## src/rtl/bisc_pkg.sv

```systemverilog
// Package for the 2x2 square cover checker: shared constants, register codes,
// item and result types. No dependencies.
`default_nettype none

package bisc_pkg;

  localparam int CFG_W        = 7;
  localparam int CFG_IDX_W    = 1;
  localparam int CFG_RESET    = 64;
  localparam int DEF_MAX_ROWS = 64;
  localparam int DEF_MAX_COLS = 64;
  localparam int COORD_W      = 6;
  localparam int CNT_W        = 12;
  localparam int Q_DEPTH      = 2;
  localparam int RES_DEPTH    = 2;

  localparam logic [CFG_IDX_W-1:0] REG_ROWS = 1'b0;
  localparam logic [CFG_IDX_W-1:0] REG_COLS = 1'b1;

  localparam logic [CNT_W-1:0] COUNT_MAX = {CNT_W{1'b1}};

  localparam logic KIND_CORNER  = 1'b0;
  localparam logic KIND_VERDICT = 1'b1;

  typedef struct packed {
    logic px;
    logic first_col;
    logic first_row;
    logic last_col;
    logic last_row;
  } pix_flags_t;

  typedef struct packed {
    logic pix;
    logic mark;
  } line_entry_t;

  typedef struct packed {
    logic               kind;
    logic [COORD_W-1:0] corner_row;
    logic [COORD_W-1:0] corner_col;
    logic [CNT_W-1:0]   square_count;
    logic               covered_ok;
    logic               last;
  } res_t;

endpackage

`default_nettype wire

```

## src/rtl/bisc_if.sv

```systemverilog
// Channel interfaces: pixel words in, result words out, valid/ready handshake.
// Depends on bisc_pkg.
`default_nettype none

interface bisc_pixel_if;
  logic valid;
  logic ready;
  logic pixel;

  modport source (output valid, output pixel, input ready);
  modport sink (input valid, input pixel, output ready);
endinterface

interface bisc_result_if import bisc_pkg::*; ();
  logic               valid;
  logic               ready;
  logic               kind;
  logic [COORD_W-1:0] corner_row;
  logic [COORD_W-1:0] corner_col;
  logic [CNT_W-1:0]   square_count;
  logic               covered_ok;
  logic               last;

  modport source (output valid, output kind, output corner_row, output corner_col,
                  output square_count, output covered_ok, output last, input ready);
  modport sink (input valid, input kind, input corner_row, input corner_col,
                input square_count, input covered_ok, input last, output ready);
endinterface

`default_nettype wire

```

## src/rtl/bisc_fifo.sv

```systemverilog
// Small register queue with push/pop and full/empty flags.
// Used between front and back, and ahead of the result port. No dependencies.
`default_nettype none

module bisc_fifo #(
  parameter int WIDTH = 8,
  parameter int DEPTH = 2
) (
  input  logic             clk_i,
  input  logic             rst_ni,
  input  logic             push_i,
  input  logic [WIDTH-1:0] wdata_i,
  output logic             full_o,
  input  logic             pop_i,
  output logic [WIDTH-1:0] rdata_o,
  output logic             empty_o
);

  localparam int PW = (DEPTH > 1) ? $clog2(DEPTH) : 1;
  localparam int NW = $clog2(DEPTH + 1);

  logic [WIDTH-1:0] mem_q [DEPTH];
  logic [PW-1:0]    wr_ptr_q, wr_ptr_d, rd_ptr_q, rd_ptr_d;
  logic [NW-1:0]    cnt_q, cnt_d;
  logic             do_push, do_pop;

  assign full_o  = (cnt_q == NW'(DEPTH));
  assign empty_o = (cnt_q == '0);
  assign do_push = push_i && !full_o;
  assign do_pop  = pop_i && !empty_o;
  assign rdata_o = mem_q[rd_ptr_q];

  always_comb begin
    wr_ptr_d = wr_ptr_q;
    rd_ptr_d = rd_ptr_q;
    cnt_d    = cnt_q;
    if (do_push) begin
      wr_ptr_d = (wr_ptr_q == PW'(DEPTH - 1)) ? '0 : wr_ptr_q + 1'b1;
    end
    if (do_pop) begin
      rd_ptr_d = (rd_ptr_q == PW'(DEPTH - 1)) ? '0 : rd_ptr_q + 1'b1;
    end
    if (do_push && !do_pop) begin
      cnt_d = cnt_q + 1'b1;
    end else if (do_pop && !do_push) begin
      cnt_d = cnt_q - 1'b1;
    end
  end

  always_ff @(posedge clk_i or negedge rst_ni) begin
    if (!rst_ni) begin
      wr_ptr_q <= '0;
      rd_ptr_q <= '0;
      cnt_q    <= '0;
    end else begin
      wr_ptr_q <= wr_ptr_d;
      rd_ptr_q <= rd_ptr_d;
      cnt_q    <= cnt_d;
    end
  end

  always_ff @(posedge clk_i) begin
    if (do_push) begin
      mem_q[wr_ptr_q] <= wdata_i;
    end
  end

endmodule

`default_nettype wire

```

## src/rtl/bisc_front.sv

```systemverilog
// Front end: accepts pixel words, tracks the raster position and tags each
// pixel with its row, column and edge flags. Depends on bisc_pkg, bisc_if.
`default_nettype none

module bisc_front import bisc_pkg::*; #(
  parameter int RW = 6,
  parameter int CW = 6
) (
  input  logic          clk_i,
  input  logic          rst_ni,
  input  logic          clr_i,
  input  logic [RW-1:0] rows_last_i,
  input  logic [CW-1:0] cols_last_i,
  bisc_pixel_if.sink    pixel_i,
  input  logic          q_full_i,
  output logic          q_push_o,
  output pix_flags_t    q_flags_o,
  output logic [RW-1:0] q_row_o,
  output logic [CW-1:0] q_col_o
);

  logic [RW-1:0] row_q, row_d;
  logic [CW-1:0] col_q, col_d;
  logic          accept;

  assign pixel_i.ready = !q_full_i;
  assign accept        = pixel_i.valid && pixel_i.ready;
  assign q_push_o      = accept;
  assign q_row_o       = row_q;
  assign q_col_o       = col_q;

  always_comb begin
    q_flags_o.px        = pixel_i.pixel;
    q_flags_o.first_col = (col_q == '0);
    q_flags_o.first_row = (row_q == '0);
    q_flags_o.last_col  = (col_q == cols_last_i);
    q_flags_o.last_row  = (row_q == rows_last_i);
  end

  always_comb begin
    row_d = row_q;
    col_d = col_q;
    if (clr_i) begin
      row_d = '0;
      col_d = '0;
    end else if (accept) begin
      if (!q_flags_o.last_col) begin
        col_d = col_q + 1'b1;
      end else begin
        col_d = '0;
        row_d = q_flags_o.last_row ? '0 : row_q + 1'b1;
      end
    end
  end

  always_ff @(posedge clk_i or negedge rst_ni) begin
    if (!rst_ni) begin
      row_q <= '0;
      col_q <= '0;
    end else begin
      row_q <= row_d;
      col_q <= col_d;
    end
  end

endmodule

`default_nettype wire

```

## src/rtl/bisc_back.sv

```systemverilog
// Back end: line buffer of the row above with cover marks, 2x2 window,
// square count, cover check and result words. Depends on bisc_pkg.
`default_nettype none

module bisc_back import bisc_pkg::*; #(
  parameter int MAX_COLS = DEF_MAX_COLS,
  parameter int RW       = 6,
  parameter int CW       = 6
) (
  input  logic          clk_i,
  input  logic          rst_ni,
  input  logic          clr_i,
  input  logic          q_empty_i,
  input  pix_flags_t    q_flags_i,
  input  logic [RW-1:0] q_row_i,
  input  logic [CW-1:0] q_col_i,
  output logic          q_pop_o,
  input  logic          res_full_i,
  output logic          res_push_o,
  output res_t          res_o
);

  line_entry_t   lb_mem [MAX_COLS];
  line_entry_t   rd_q, tail_q, ent, wdata;
  pix_flags_t    flags_q;
  logic [RW-1:0] row_q;
  logic [CW-1:0] col_q, waddr;
  logic          v_q, v_d;
  logic          prev_px_q, prev_px_d;
  logic          up_left_q, up_left_d;
  logic          upml_q, upml_d;
  logic          sq_prev_q, sq_prev_d;
  logic          uncov_q, uncov_d;
  logic          corner_done_q, corner_done_d;
  logic [CNT_W-1:0] count_q, count_d, cnt_nx;
  logic          sq, unc, frame_end, corner_pend, has_res, retire, load, wr_en;

  always_comb begin
    ent = flags_q.last_col ? tail_q : rd_q;
    sq  = v_q && !flags_q.first_row && !flags_q.first_col && flags_q.px &&
          prev_px_q && ent.pix && up_left_q;

    unc = 1'b0;
    if (!flags_q.first_row) begin
      if (!flags_q.first_col && up_left_q && !(upml_q || sq)) begin
        unc = 1'b1;
      end
      if (flags_q.last_col && ent.pix && !(ent.mark || sq)) begin
        unc = 1'b1;
      end
    end
    if (flags_q.last_row) begin
      if (!flags_q.first_col && prev_px_q && !(sq_prev_q || sq)) begin
        unc = 1'b1;
      end
      if (flags_q.last_col && flags_q.px && !sq) begin
        unc = 1'b1;
      end
    end

    cnt_nx      = (sq && (count_q != COUNT_MAX)) ? count_q + 1'b1 : count_q;
    frame_end   = flags_q.last_col && flags_q.last_row;
    corner_pend = sq && !corner_done_q;
    has_res     = corner_pend || frame_end;
    res_push_o  = v_q && has_res && !res_full_i;
    retire      = v_q && (!has_res || (!res_full_i && !(corner_pend && frame_end)));
    load        = !q_empty_i && (!v_q || retire);
    q_pop_o     = load;

    wr_en      = retire && !flags_q.first_col;
    waddr      = col_q - 1'b1;
    wdata.pix  = prev_px_q;
    wdata.mark = sq_prev_q || sq;

    res_o = '0;
    if (corner_pend) begin
      res_o.kind       = KIND_CORNER;
      res_o.corner_row = COORD_W'(row_q);
      res_o.corner_col = COORD_W'(col_q);
    end else begin
      res_o.kind         = KIND_VERDICT;
      res_o.square_count = cnt_nx;
      res_o.covered_ok   = !(uncov_q || unc);
      res_o.last         = 1'b1;
    end
  end

  always_comb begin
    v_d           = v_q;
    prev_px_d     = prev_px_q;
    up_left_d     = up_left_q;
    upml_d        = upml_q;
    sq_prev_d     = sq_prev_q;
    count_d       = count_q;
    uncov_d       = uncov_q;
    corner_done_d = corner_done_q;
    if (load) begin
      v_d = 1'b1;
    end else if (retire) begin
      v_d = 1'b0;
    end
    if (retire) begin
      corner_done_d = 1'b0;
      prev_px_d     = flags_q.px;
      up_left_d     = ent.pix;
      upml_d        = ent.mark || sq;
      sq_prev_d     = sq;
      count_d       = frame_end ? '0 : cnt_nx;
      uncov_d       = frame_end ? 1'b0 : (uncov_q || unc);
    end else if (res_push_o && corner_pend) begin
      corner_done_d = 1'b1;
    end
    if (clr_i) begin
      prev_px_d     = 1'b0;
      up_left_d     = 1'b0;
      upml_d        = 1'b0;
      sq_prev_d     = 1'b0;
      count_d       = '0;
      uncov_d       = 1'b0;
      corner_done_d = 1'b0;
    end
  end

  always_ff @(posedge clk_i or negedge rst_ni) begin
    if (!rst_ni) begin
      v_q           <= 1'b0;
      prev_px_q     <= 1'b0;
      up_left_q     <= 1'b0;
      upml_q        <= 1'b0;
      sq_prev_q     <= 1'b0;
      count_q       <= '0;
      uncov_q       <= 1'b0;
      corner_done_q <= 1'b0;
    end else begin
      v_q           <= v_d;
      prev_px_q     <= prev_px_d;
      up_left_q     <= up_left_d;
      upml_q        <= upml_d;
      sq_prev_q     <= sq_prev_d;
      count_q       <= count_d;
      uncov_q       <= uncov_d;
      corner_done_q <= corner_done_d;
    end
  end

  always_ff @(posedge clk_i) begin
    if (wr_en) begin
      lb_mem[waddr] <= wdata;
    end
    if (load) begin
      flags_q <= q_flags_i;
      row_q   <= q_row_i;
      col_q   <= q_col_i;
      rd_q    <= (wr_en && (waddr == q_col_i)) ? wdata : lb_mem[q_col_i];
    end
    if (retire && flags_q.last_col) begin
      tail_q.pix  <= flags_q.px;
      tail_q.mark <= sq;
    end
  end

endmodule

`default_nettype wire

```

## src/rtl/binary_image_square_cover_check_core.sv

```systemverilog
// A corner word passes item queue, window registers, result queue. Throughput:
// one pixel per cycle while the result queue has room; a frame's last pixel
// that completes a square waits (corner and verdict leave one per cycle).
// Reset: asynchronous, clears position, count, flags and queues; the line
// buffer has no clearing pass, since the first row of a frame rewrites it.
// Top level: config registers, front end, queues and back end.
`default_nettype none

module binary_image_square_cover_check_core import bisc_pkg::*; #(
  parameter int MAX_ROWS = DEF_MAX_ROWS,
  parameter int MAX_COLS = DEF_MAX_COLS
) (
  input  logic                 clk_i,
  input  logic                 rst_ni,
  input  logic                 cfg_we_i,
  input  logic [CFG_IDX_W-1:0] cfg_idx_i,
  input  logic [CFG_W-1:0]     cfg_wdata_i,
  bisc_pixel_if.sink           pixel_i,
  bisc_result_if.source        result_o
);

  localparam int RW   = $clog2(MAX_ROWS);
  localparam int CW   = $clog2(MAX_COLS);
  localparam int FW   = $bits(pix_flags_t);
  localparam int QW   = FW + RW + CW;
  localparam int RESW = $bits(res_t);
  localparam int RST_ROWS_LAST = ((CFG_RESET > MAX_ROWS) ? MAX_ROWS : CFG_RESET) - 1;
  localparam int RST_COLS_LAST = ((CFG_RESET > MAX_COLS) ? MAX_COLS : CFG_RESET) - 1;

  function automatic int clamp_last(logic [CFG_W-1:0] v, int hi);
    if (v == '0) begin
      return 0;
    end
    if (int'(v) > hi) begin
      return hi - 1;
    end
    return int'(v) - 1;
  endfunction

  logic [RW-1:0] rows_last_q, rows_last_d;
  logic [CW-1:0] cols_last_q, cols_last_d;

  always_comb begin
    rows_last_d = rows_last_q;
    cols_last_d = cols_last_q;
    if (cfg_we_i) begin
      unique case (cfg_idx_i)
        REG_ROWS: rows_last_d = RW'(clamp_last(cfg_wdata_i, MAX_ROWS));
        REG_COLS: cols_last_d = CW'(clamp_last(cfg_wdata_i, MAX_COLS));
      endcase
    end
  end

  always_ff @(posedge clk_i or negedge rst_ni) begin
    if (!rst_ni) begin
      rows_last_q <= RW'(RST_ROWS_LAST);
      cols_last_q <= CW'(RST_COLS_LAST);
    end else begin
      rows_last_q <= rows_last_d;
      cols_last_q <= cols_last_d;
    end
  end

  pix_flags_t    f_flags, b_flags;
  logic [RW-1:0] f_row, b_row;
  logic [CW-1:0] f_col, b_col;
  logic          q_push, q_full, q_pop, q_empty;
  logic [QW-1:0] q_rdata;
  logic          res_push, res_full, res_empty;
  res_t          res_w, res_head;
  logic [RESW-1:0] res_rdata;

  bisc_front #(
    .RW (RW),
    .CW (CW)
  ) u_front (
    .clk_i       (clk_i),
    .rst_ni      (rst_ni),
    .clr_i       (cfg_we_i),
    .rows_last_i (rows_last_q),
    .cols_last_i (cols_last_q),
    .pixel_i     (pixel_i),
    .q_full_i    (q_full),
    .q_push_o    (q_push),
    .q_flags_o   (f_flags),
    .q_row_o     (f_row),
    .q_col_o     (f_col)
  );

  bisc_fifo #(
    .WIDTH (QW),
    .DEPTH (Q_DEPTH)
  ) u_item_q (
    .clk_i   (clk_i),
    .rst_ni  (rst_ni),
    .push_i  (q_push),
    .wdata_i ({f_flags, f_row, f_col}),
    .full_o  (q_full),
    .pop_i   (q_pop),
    .rdata_o (q_rdata),
    .empty_o (q_empty)
  );

  assign b_flags = pix_flags_t'(q_rdata[QW-1 -: FW]);
  assign b_row   = q_rdata[CW +: RW];
  assign b_col   = q_rdata[CW-1:0];

  bisc_back #(
    .MAX_COLS (MAX_COLS),
    .RW       (RW),
    .CW       (CW)
  ) u_back (
    .clk_i      (clk_i),
    .rst_ni     (rst_ni),
    .clr_i      (cfg_we_i),
    .q_empty_i  (q_empty),
    .q_flags_i  (b_flags),
    .q_row_i    (b_row),
    .q_col_i    (b_col),
    .q_pop_o    (q_pop),
    .res_full_i (res_full),
    .res_push_o (res_push),
    .res_o      (res_w)
  );

  bisc_fifo #(
    .WIDTH (RESW),
    .DEPTH (RES_DEPTH)
  ) u_res_q (
    .clk_i   (clk_i),
    .rst_ni  (rst_ni),
    .push_i  (res_push),
    .wdata_i (res_w),
    .full_o  (res_full),
    .pop_i   (result_o.valid && result_o.ready),
    .rdata_o (res_rdata),
    .empty_o (res_empty)
  );

  assign res_head              = res_t'(res_rdata);
  assign result_o.valid        = !res_empty;
  assign result_o.kind         = res_head.kind;
  assign result_o.corner_row   = res_head.corner_row;
  assign result_o.corner_col   = res_head.corner_col;
  assign result_o.square_count = res_head.square_count;
  assign result_o.covered_ok   = res_head.covered_ok;
  assign result_o.last         = res_head.last;

endmodule

`default_nettype wire
```

## src/flat_wrapper.sv

```systemverilog
// flat-port wrapper written by rule: the top's interface ports become plain ports
module binary_image_square_cover_check_core_flat import bisc_pkg::*;
#(
  parameter int MAX_ROWS = DEF_MAX_ROWS,
  parameter int MAX_COLS = DEF_MAX_COLS
)
  (clk_i, rst_ni, cfg_we_i, cfg_idx_i, cfg_wdata_i, pixel_i_valid, pixel_i_pixel, pixel_i_ready, result_o_valid, result_o_kind, result_o_corner_row, result_o_corner_col, result_o_square_count, result_o_covered_ok, result_o_last, result_o_ready);
  bisc_pixel_if pixel_i_i ();
  bisc_result_if result_o_i ();
  input  logic clk_i;
  input  logic rst_ni;
  input  logic cfg_we_i;
  input  logic [CFG_IDX_W-1:0] cfg_idx_i;
  input  logic [CFG_W-1:0] cfg_wdata_i;
  input wire logic [$bits(pixel_i_i.valid)-1:0] pixel_i_valid;
  input wire logic [$bits(pixel_i_i.pixel)-1:0] pixel_i_pixel;
  output wire logic [$bits(pixel_i_i.ready)-1:0] pixel_i_ready;
  output wire logic [$bits(result_o_i.valid)-1:0] result_o_valid;
  output wire logic [$bits(result_o_i.kind)-1:0] result_o_kind;
  output wire logic [$bits(result_o_i.corner_row)-1:0] result_o_corner_row;
  output wire logic [$bits(result_o_i.corner_col)-1:0] result_o_corner_col;
  output wire logic [$bits(result_o_i.square_count)-1:0] result_o_square_count;
  output wire logic [$bits(result_o_i.covered_ok)-1:0] result_o_covered_ok;
  output wire logic [$bits(result_o_i.last)-1:0] result_o_last;
  input wire logic [$bits(result_o_i.ready)-1:0] result_o_ready;
  assign pixel_i_i.valid = pixel_i_valid;
  assign pixel_i_i.pixel = pixel_i_pixel;
  assign pixel_i_ready = pixel_i_i.ready;
  assign result_o_valid = result_o_i.valid;
  assign result_o_kind = result_o_i.kind;
  assign result_o_corner_row = result_o_i.corner_row;
  assign result_o_corner_col = result_o_i.corner_col;
  assign result_o_square_count = result_o_i.square_count;
  assign result_o_covered_ok = result_o_i.covered_ok;
  assign result_o_last = result_o_i.last;
  assign result_o_i.ready = result_o_ready;
  binary_image_square_cover_check_core #(.MAX_ROWS(MAX_ROWS), .MAX_COLS(MAX_COLS)) u_core (.clk_i(clk_i), .rst_ni(rst_ni), .cfg_we_i(cfg_we_i), .cfg_idx_i(cfg_idx_i), .cfg_wdata_i(cfg_wdata_i), .pixel_i(pixel_i_i), .result_o(result_o_i));
endmodule
```

## config.mk

```make
export PLATFORM = sky130hd
export DESIGN_NAME = binary_image_square_cover_check_core_flat
export DESIGN_NICKNAME = d
export VERILOG_FILES = /design/src/rtl/bisc_pkg.sv /design/src/rtl/bisc_if.sv /design/src/rtl/bisc_fifo.sv /design/src/rtl/bisc_front.sv /design/src/rtl/bisc_back.sv /design/src/rtl/binary_image_square_cover_check_core.sv /design/src/flat_wrapper.sv
export SDC_FILE = /design/constraint.sdc
export NUM_CORES = 1
export LEC_CHECK = 0
export BUFFER_PORTS_ARGS = -buffer_cell sky130_fd_sc_hd__buf_2
export CORE_ASPECT_RATIO = 0.5
export CORE_MARGIN = 2
export CORE_UTILIZATION = 55
export CTS_CLUSTER_DIAMETER = 120
export CTS_CLUSTER_SIZE = 12
export DETAILED_ROUTE_END_ITERATION = 16
export PLACE_DENSITY_LB_ADDON = 0.2
export SKIP_LAST_GASP = 1
export SYNTH_ARGS = -nofsm -noshare
export SYNTH_HDL_FRONTEND = slang
export SYNTH_HIERARCHICAL = 1
export SYNTH_SLANG_ARGS = --single-unit
```

## constraint.sdc

```tcl
create_clock -name clk_i -period 4.5 [get_ports clk_i]
set_input_delay 0.9 -clock clk_i [delete_from_list [all_inputs] [get_ports clk_i]]
set_output_delay 0.9 -clock clk_i [all_outputs]
set_load 0.02 [all_outputs]
```

After elaboration in Yosys (flattened, before gate mapping)
Memories as Yosys holds them, arrays and structs flattened. A register that Yosys moved wholly into a read port is not among the register bits.
Index checks and enable logic that the tools add are counted.
{"block": "word_totals", "memories": 3, "output_inout_bits": 29, "ram_bits": 216, "inputBits": 14, "regBits": 70, "elab_cells": 195}
{"block": "classes", "n_eq_ne": 5, "magnitude_cmp": 1, "n_bitwise": 1, "add_sub_neg": 13, "reduce_logical": 77, "mux": 68}
{"name": "u_core.u_back.lb_mem", "words": 64, "width": 2, "read_ports": 1, "rd_clocked_by_memory_dff": 1, "write_ports": 1, "line_no": "bisc_back.sv:23", "source": "line_entry_t lb_mem [MAX_COLS];"}
{"name": "u_core.u_res_q.mem_q", "words": 2, "width": 27, "read_ports": 1, "rd_clocked_by_memory_dff": 0, "write_ports": 1, "line_no": "bisc_fifo.sv:22", "source": "logic [WIDTH-1:0] mem_q [DEPTH];"}
{"name": "u_core.u_item_q.mem_q", "words": 2, "width": 17, "read_ports": 1, "rd_clocked_by_memory_dff": 0, "write_ports": 1, "line_no": "bisc_fifo.sv:22"}
{"operator": "6-bit two-way mux", "count": 12}
{"operator": "12-bit two-way mux", "count": 5}
{"operator": "1-bit two-way mux", "count": 45}
{"operator": "1-bit logical AND", "count": 36}
{"operator": "1-bit zero test", "count": 19}
{"operator": "14-bit two-way mux", "count": 1}
{"operator": "12-bit by 1-bit adder with 12-bit output, second input constant", "count": 1}
{"operator": "6-bit by 1-bit adder with 6-bit output, second input constant", "count": 2}
{"operator": "6-bit == test", "count": 2}
{"operator": "6-bit zero test", "count": 2}
{"operator": "12-bit inequality test, second input constant", "count": 1}
{"operator": "2-bit nonzero test", "count": 6}
{"operator": "6-bit by 1-bit subtractor with 6-bit output, second input constant", "count": 2}
{"operator": "2-bit two-way mux", "count": 5}
{"operator": "7-bit > comparator, second input constant", "count": 1}
{"operator": "7-bit zero test", "count": 1}
{"operator": "1-bit logical OR", "count": 7}
{"operator": "2-bit AND reduction", "count": 3}
{"operator": "1-bit adder, second input constant", "count": 4}
{"operator": "2-bit by 1-bit adder with 2-bit output, second input constant", "count": 2}
{"operator": "2-bit == test, second input constant", "count": 2}
{"operator": "2-bit zero test", "count": 2}
{"operator": "2-bit by 1-bit subtractor with 2-bit output, second input constant", "count": 2}
{"operator": "3-bit nonzero test", "count": 1}
{"operator": "1-bit NOT", "count": 1}

Logic depth before layout (Yosys ltp)
Gate-level depths: netlist of run 1.
{"block": "depth", "depth_word": 20, "depth_mapped": 12, "ltp_nobuf": 11}

Modules after synthesis
Netlist of run 1, hierarchy kept.
{"module": "bisc_back", "seq_area_each_um2": 4949.7, "area_each_um2": 7478.4, "cells_each": 524, "n_inst": 1}
{"module": "bisc_fifo (u_core.u_res_q)", "seq_area_each_um2": 1721.7, "area_each_um2": 2244.7, "cells_each": 103, "n_inst": 1}
{"module": "bisc_fifo (u_core.u_item_q)", "seq_area_each_um2": 1121.1, "area_each_um2": 1473.9, "cells_each": 72, "n_inst": 1}
{"module": "bisc_front", "seq_area_each_um2": 300.3, "area_each_um2": 938.4, "cells_each": 106, "n_inst": 1}
{"module": "binary_image_square_cover_check_core", "seq_area_each_um2": 315.3, "area_each_um2": 742.0, "cells_each": 79, "n_inst": 1}

Worst setup path before layout of run 1
No wires, ideal clock.
{"block": "synth_path", "path_type": "register -> register", "startpoint": "register u_core.u_back.prev_px_q", "endpoint": "memory u_core/u_res_q/mem_q[0][0] (netlist name) (enable)", "n_path_buf": 1, "required_ns": 4.089, "period_less_slack_ns": 3.621, "arrival_ns": 3.210, "path_stages_with_launch": 8, "slack_ns": 0.879, "setup_time_ns": 0.411, "cell_sequence": "dfrtp_1 -> and4b_1 -> and4_4 -> buf_6 -> nor2_1 -> nor3_1 -> nand2_1 -> nor2_1"}
{"block": "synth_between", "elab_chain_len": 10}
{"element": "from (decl)", "line_no": "bisc_back.sv:29", "source": "logic prev_px_q, prev_px_d;"}
{"element": "from (signal assigned)", "line_no": "bisc_back.sv:136", "source": "prev_px_q <= prev_px_d;"}
{"element": "1-bit logical AND", "line_no": "bisc_back.sv:40", "source": "sq = v_q && !flags_q.first_row && !flags_q.first_col && flags_q.px &&"}
{"element": "1-bit logical AND (2 in a row)", "line_no": "bisc_back.sv:41", "source": "prev_px_q && ent.pix && up_left_q;"}
{"element": "1-bit logical AND", "line_no": "bisc_back.sv:63", "source": "corner_pend = sq && !corner_done_q;"}
{"element": "1-bit logical OR", "line_no": "bisc_back.sv:64", "source": "has_res = corner_pend || frame_end;"}
{"element": "1-bit logical AND (2 in a row)", "line_no": "bisc_back.sv:65", "source": "res_push_o = v_q && has_res && !res_full_i;"}
{"element": "net u_core.res_push", "line_no": "binary_image_square_cover_check_core.sv:69", "source": "logic res_push, res_full, res_empty;"}
{"element": "1-bit logical AND", "line_no": "bisc_fifo.sv:29", "source": "assign do_push = push_i && !full_o;"}
{"element": "1-bit two-way mux", "line_no": "bisc_fifo.sv:63", "source": "if (do_push) begin"}
{"element": "1-bit two-way mux (not written as such)", "line_no": "bisc_fifo.sv:64", "source": "mem_q[wr_ptr_q] <= wdata_i;"}
{"element": "to (decl)", "line_no": "bisc_fifo.sv:22"}
The timed path passes the listed nets, and every way through them passes these cells.

Worst setup path after layout of run 1
{"block": "layout_path", "startpoint": "register u_core.u_res_q.rd_ptr_q", "endpoint": "output port result_o_corner_row[5]"}
{"block": "layout_between", "elab_chain_len": 1}
{"element": "from (decl)", "line_no": "bisc_fifo.sv:23", "source": "logic [PW-1:0] wr_ptr_q, wr_ptr_d, rd_ptr_q, rd_ptr_d;"}
{"element": "from (signal assigned)", "line_no": "bisc_fifo.sv:57", "source": "rd_ptr_q <= rd_ptr_d;"}
{"element": "memory read 2 x 27 bit"}
{"element": "to (decl)", "line_no": "flat_wrapper.sv:20", "source": "output wire logic [$bits(result_o_i.corner_row)-1:0] result_o_corner_row;"}
Every way passes these cells.

==> flow_summary.json, run 1 <==
{
  "status": "finished clean",
  "final_layout_size_suffix_gt1_share_pct": 20.1,
  "die-area_mm2": 0.0247,
  "p_leak_uw": 0.00493,
  "number_of_antenna_violations_at_the_first_check_in_global_routing": 1,
  "global_route.overflow_total": 0,
  "finalSetupViolations": 0,
  "layout_commonest_cell": "sky130_fd_sc_hd__edfxtp_1",
  "clock_latency_ns": 0.54,
  "cts_tree": "built",
  "htree_levels": 1,
  "holdCritStartpoint": "u_core/cols_last_q[4]",
  "synth.net_count": 908,
  "busiest_layer_in_global_routing": "met1",
  "dp_hpwl_um": 16300,
  "power_frac_clock_pct": 24.4,
  "most-common-layout-cells": "237 x sky130_fd_sc_hd__edfxtp_1, 123 x sky130_fd_sc_hd__nor2_1, 42 x sky130_fd_sc_hd__buf_2, 39 x sky130_fd_sc_hd__nand2_1, 39 x sky130_fd_sc_hd__dfrtp_1",
  "grt.met2_usage_pct": 31.1,
  "period_share_pct": 75.0,
  "power.combinational.fraction_pct": 31.6,
  "switching_share_pct": 33.0,
  "worst-endpoint-required_ns": 3.60,
  "post-synth-top-area-cell": "sky130_fd_sc_hd__edfxtp_1",
  "timing.slew.headroom_pct": 21.5,
  "hold_path_class": "reg -> reg",
  "internal_power_uw": 5590,
  "synth.top_cells.by_area": "sky130_fd_sc_hd__edfxtp_1 55%, sky130_fd_sc_hd__dfrtp_1 7.6%, sky130_fd_sc_hd__mux4_2 5.4%",
  "die_height_um": 112,
  "cts_root_buffer": "sky130_fd_sc_hd__clkbuf_16",
  "drt_pre_antenna_iters": 5,
  "drcViolationCount": 0,
  "nFillCells": 1723,
  "layout-area-overhead-vs-synth_pct": 9.29,
  "max_slew.worst_pin.slew_ns": 1.18,
  "grt_setup_unrepaired": "false",
  "ys.warnings.count": 6,
  "hold_viol": 0,
  "finalWeightedCongestion": 0.846,
  "postCtsSetupBuffers": 0,
  "clock_path_buffers": 3,
  "grt_pass1_wl_um": 39800,
  "power.net_switching_uw": 2750,
  "numCtsBuffers": 27,
  "fin_worst_hold_slack_ns": 0.484,
  "grt_usage_pct": 20.7,
  "share_of_synthesized_area_occupied_by_flip_flops_and_latches_pct": 65.3,
  "fin_setup_tns_ns": 0,
  "routed-via-count": 7321,
  "synth_area_per_cell_um2": 14.6,
  "route.detailed.wl_per_inst_um": 19.8,
  "ys.flop_type": "sky130_fd_sc_hd__edfxtp_1",
  "synth.ff_latch_count": 288,
  "critPathLaunchType": "flip-flop",
  "fin_worst_skew_ns": 0.0235,
  "netlist_instances": 884,
  "antenna_cells_inserted": 0,
  "grtUsageMet1_pct": 32.4,
  "cts_resized": 0,
  "synth_enable_flop_cells": 237,
  "critical_path.reg2reg.startpoint": "u_core/u_item_q/rd_ptr_q",
  "coreArea_mm2": 0.0229,
  "num-nets-final": 951,
  "i_o_buffers": 42,
  "ant_nets": 0,
  "power_per_cell_area_mw_per_mm2": 592,
  "vias_per_cell": 5.83,
  "initial_core_util_pct": 56.3,
  "fmaxAchievable_mhz": 296,
  "worst_setup_path_startpoint": "u_core/u_res_q/rd_ptr_q",
  "postSynth.asyncResetShare_pct": 17.7,
  "die_width_um": 220,
  "grtUsageMet3_pct": 3.06,
  "grt_max_degree": 68,
  "worst_path_fanout_max": 23,
  "crit_arrival_ns": 2.47,
  "holdBufCountCts": 0,
  "irDropWorstVdd_v": 0.000322,
  "std_cell_rows": 39,
  "io_pins": 43,
  "sink_count": 288,
  "timing_max_transition_violations_final": 0,
  "number_of_distinct_standard_cells_referenced_by_the_synthesized_netlist": 69,
  "first_global_vias": 7284,
  "critical_path_class": "reg -> out",
  "synth_area_mm2": 0.0129,
  "worst_slack_ns": 1.13,
  "layout_min_cycle_time_ns": 3.37,
  "routed_wirelength_um": 24800,
  "drv_cap": 0,
  "synth_top_area_share_pct": 55.3,
  "seq_power_share_pct": 44.1,
  "detailedRoute.firstIterationViolations": 729,
  "pre_cts_slack_ns": 1.50,
  "cts.reportedPaths.clkPinSlew_ns": 0.06,
  "endpoint_kind": "output pin"
}
[state kept, by name (all words and copies together), names as in the netlist, 2 cells and up]
signal	flops
u_core/u_back/count_q	12
u_core/u_back/rd_q	2
u_core/cols_last_q	6
u_core/u_item_q/cnt_q	2
u_core/u_back/lb_mem	128
u_core/u_front/q_col_o	6
u_core/u_res_q/mem_q	54
u_core/u_back/row_q	6
u_core/u_back/col_q	6
u_core/u_back/flags_q	5
u_core/rows_last_q	6
u_core/u_item_q/mem_q	34
u_core/u_res_q/cnt_q	2
u_core/u_back/tail_q	2
u_core/u_front/q_row_o	6
[cell type report]
type | count | area (um^2) | share of cell area (%)
Clock buffer | 49 | 758 | 5.39
Clock inverter | 1 | 8.76 | 0.0622
Inverter | 29 | 109 | 0.773
Multi-Input combinational cell | 528 | 4100 | 29.1
Sequential cell | 288 | 8410 | 59.7
Tap cell | 307 | 384 | 2.73
Timing Repair Buffer | 53 | 305 | 2.17
[cells in the mapped netlist, drive strengths merged, types with 2 or more instances]
library cell and count:
o21bai 2, a311oi 2, dfrtp 39, buf 24
ha 10, nand3 17, o211ai 13, clkbuf 15
nand4 8, a22oi 12, nor4 10, o41ai 5
nor3b 2, xor2 19, mux2i 7, a31oi 10
nor2 125, a41oi 2, o31ai 11, mux2 49
and2 16, edfxtp 237, o2111ai 5, a21oi 14
o22ai 2, xnor2 32, a22o 2, a211oi 4
dfstp 12, a21boi 2, nand2 40, and3 6
nor3 14, mux4 31, nand2b 6, or3 3
nor2b 9, a21o 2, inv 28, and4 3
o21ai 24
[layer usage]
layer	part of all wire, %	wire length, um
met1	49	12000
met2	43	10700
met3	6.3	1570
met4	1.8	451
met5	0	0
[power groups by stage]
stage	clock network, uW	logic (uW)	registers (uW)
2_1_floorplan	0	2040	3630
3_3_place_gp	0	2570	3710
3_5_place_dp	0	2610	3730
4_1_cts	2070	2630	3680
5_1_grt	2180	2860	3710
6_report	2030	2630	3670
[final timing paths]
check	to	slack, ns	cells past startpoint
min in group asynchronous	u_core/u_res_q/wr_ptr_q	0.51	1
setup / recovery	result_o_corner_row[5]	1.13	3
max in group asynchronous	u_core/u_back/count_q[9]	3.26	2
setup reg to reg	u_core/u_back/rd_q[1]	1.47	7
hold / removal	u_core/cols_last_q[4]	0.48	2
hold reg to reg	u_core/cols_last_q[4]	0.48	2
[stage by stage]
stage               utilization, %  total power [uW]  instances  instance area [um^2]
floorplan                        -              5670        884                 12900
global placement              58.1              6280       1205                 13300
detailed placement            58.1              6340       1205                 13300
CTS                           61.5              8380       1255                 14100
global route                  61.5              8760       1255                 14100
finish                        61.5              8340       1255                 14100
[worst max-delay path, stage by stage, from the launching register on]
cell	delay, ns
sky130_fd_sc_hd__dfrtp_1	1.12
sky130_fd_sc_hd__buf_4	0.34
sky130_fd_sc_hd__mux2_4	0.32
sky130_fd_sc_hd__buf_2	0.16
[cells by family after synthesis]
kind of cell,synth area share [%]
AO/OA/AOI/OAI,6.34
XOR/XNOR,3.53
adder cells (fa/ha/maj),0.972
buffers and inverters,2.93
flip-flops,65.3
multiplexers,11.1
AND/OR/NAND/NOR,9.83
Note: power is estimated with default switching activity, not from simulation.
==> inputs of run 2 (changes only) <==
Clock period 4.5 ns to 3.3 ns, I/O delays scaled along.
==> run 2 against run 1 <==
Sequential share of layout area decreased by 0.28 points. Register-to-register slack got worse by 1.0 ns. Total power rose by 37%. Final cell count rose by 0.56%. Critical path depth rose by 4. Sequential cell count did not move. Non-clock buffer count rose by 7. Combinational power increased by 40%. Sequential power up 36%. Via count grew 1.2%.
==> flow_summary.json, run 2 (same netlist as run 1, synthesis figures left out) <==
{
  "status": "finished clean",
  "route.detailed.wl_per_inst_um": 20.0,
  "power.net_switching_uw": 3770,
  "dr.max_layer_used": "met4",
  "fin_setup_tns_ns": 0,
  "cts_root_buffer": "sky130_fd_sc_hd__clkbuf_16",
  "timing_max_transition_violations_final": 0,
  "switching_share_pct": 33.0,
  "cts.reportedPaths.clkPinSlew_ns": 0.06,
  "initial_core_util_pct": 56.3,
  "met3_length_um": 1730,
  "met1_length_um": 12000,
  "clock_path_buffers": 3,
  "grt_usage_pct": 21.1,
  "fin_worst_hold_slack_ns": 0.300,
  "num-nets-final": 958,
  "reg2reg_depth": 7,
  "power.combinational.fraction_pct": 32.2,
  "htree_levels": 1,
  "postCtsSetupBuffers": 0,
  "placed_cells_incl_taps": 1212,
  "fin_worst_skew_ns": 0.0272,
  "sink_count": 288,
  "setup.reg_to_reg.worst_slack_ns": 0.42,
  "drcViolationCount": 0,
  "final_layout_size_suffix_gt1_share_pct": 20.7,
  "std_cell_rows": 39,
  "drv_cap": 0,
  "detailedRoute.firstIterationViolations": 741,
  "p_leak_uw": 0.00496,
  "layout_min_cycle_time_ns": 2.88,
  "routed_wirelength_um": 25300,
  "registers.top_by_ff_count": "u_core/u_back/lb_mem",
  "layout-area-overhead-vs-synth_pct": 9.79,
  "finalWeightedCongestion": 0.811,
  "critical_path_class": "reg -> reg",
  "finalSetupViolations": 0,
  "final_cell_utilization_of_the_core_pct": 61.8,
  "met2_wirelength_um": 11300,
  "global_route.overflow_total": 0,
  "die-area_mm2": 0.0247,
  "ant_nets": 0,
  "max_reg_flops": 128,
  "power_frac_clock_pct": 24.3,
  "cts_tree": "built",
  "critical_path.reg2reg.startpoint": "u_core/u_item_q/rd_ptr_q",
  "antenna_cells_inserted": 0,
  "first_global_vias": 7242,
  "hold_path_class": "in -> async",
  "coreArea_mm2": 0.0229,
  "clock_latency_ns": 0.55,
  "irDropWorstVdd_v": 0.000343,
  "endpoint_kind": "flip-flop",
  "most-common-layout-cells": "237 x sky130_fd_sc_hd__edfxtp_1, 123 x sky130_fd_sc_hd__nor2_1, 42 x sky130_fd_sc_hd__buf_2, 39 x sky130_fd_sc_hd__nand2_1, 39 x sky130_fd_sc_hd__dfrtp_1",
  "timing.slew.headroom_pct": 31.7,
  "power_uw": 11400,
  "crit_arrival_ns": 3.17,
  "routed-via-count": 7411,
  "vias_per_cell": 5.87,
  "cts_resized": 0,
  "hold_viol": 0,
  "die_width_um": 220,
  "worst_path_fanout_max": 35,
  "layout_top_registers": "u_core/u_back/lb_mem (128), u_core/u_res_q/mem_q (54), u_core/u_item_q/mem_q (34)",
  "grt_max_degree": 68,
  "final_cell_count_no_fill": 1262,
  "period_share_pct": 87.1,
  "grt_setup_unrepaired": "false",
  "layout_commonest_cell": "sky130_fd_sc_hd__edfxtp_1",
  "max_slew.worst_pin.slew_ns": 1.02,
  "internal_power_uw": 7650,
  "drt_pre_antenna_iters": 5,
  "io_pins": 43,
  "grt_pass1_wl_um": 40200,
  "power_per_cell_area_mw_per_mm2": 808,
  "i_o_buffers": 42,
  "holdBufCountCts": 0,
  "worst-endpoint-required_ns": 3.60,
  "numCtsBuffers": 27,
  "seq_power_share_pct": 43.6,
  "critPathLaunchType": "flip-flop",
  "die_height_um": 112,
  "dp_hpwl_um": 16800,
  "capturing_point_of_the_worst_reg2reg_path": "u_core/u_back/rd_q[1]",
  "number_of_antenna_violations_at_the_first_check_in_global_routing": 0,
  "fmaxAchievable_mhz": 348
}
[run 2: cell types whose count changed in the layout (fill, tap and decap cells not counted), sizes merged]
cell,delta
buf,+7
[run 2: critical path, cell delays in order (launching register included)]
cell and delay (ns):
sky130_fd_sc_hd__dfrtp_1 0.44, sky130_fd_sc_hd__mux2_2 0.83, sky130_fd_sc_hd__mux4_2 0.41, sky130_fd_sc_hd__a22oi_1 0.19
sky130_fd_sc_hd__a21boi_0 0.16, sky130_fd_sc_hd__o21ai_0 0.25, sky130_fd_sc_hd__nand2_1 0.08, sky130_fd_sc_hd__mux2_2 0.27
[run 2: area by class of cell]
type / instances / area [um^2]
Clock buffer: 49 / 758
Clock inverter: 1 / 8.76
Fill cell: 1754 / 8750
Inverter: 29 / 109
Multi-Input combinational cell: 528 / 4100
Sequential cell: 288 / 8410
Tap cell: 307 / 384
Timing Repair Buffer: 60 / 370
[run 2: power by group through the flow]
| stage | Sequential (uW) | Combinational (uW) | Clock [uW] |
|---|---|---|---|
| 2_1_floorplan | 4950 | 2790 | 0 |
| 3_3_place_gp | 5020 | 3600 | 0 |
| 3_5_place_dp | 5050 | 3650 | 0 |
| 4_1_cts | 4980 | 3680 | 2840 |
| 5_1_grt | 5030 | 4000 | 3000 |
| 6_report | 4980 | 3670 | 2770 |
[run 2: worst max path at each step]
stage,start,to,slack [ns],cells after the start
6_report,u_core/u_item_q/rd_ptr_q,u_core/u_back/rd_q[1],0.42,7
5_1_grt,u_core/u_back/col_q[0],u_core/u_back/rd_q[1],0.19,8
4_1_cts,u_core/u_item_q/rd_ptr_q,u_core/u_back/rd_q[1],0.43,7
3_5_place_dp,u_core/u_item_q/rd_ptr_q,u_core/u_back/rd_q[1],0.43,7
3_3_place_gp,u_core/u_item_q/rd_ptr_q,u_core/u_back/rd_q[1],0.44,7
2_1_floorplan,u_core/u_back/prev_px_q,u_core/u_res_q/mem_q[0][0],0.12,7
[run 2: through the flow]
stage / worst slack [ns] / cell area (um^2)
floorplan: 0.119 / 12900
global placement: 0.438 / 13400
detailed placement: 0.433 / 13400
CTS: 0.430 / 14100
global route: 0.191 / 14100
finish: 0.424 / 14100
[run 2: per-layer routing]
metal  vias up  GRT usage [%]
li1       3444              -
met1      3711           33.0
met2       229           31.5
met3        27           4.04
met4         0           3.89
met5         -              0
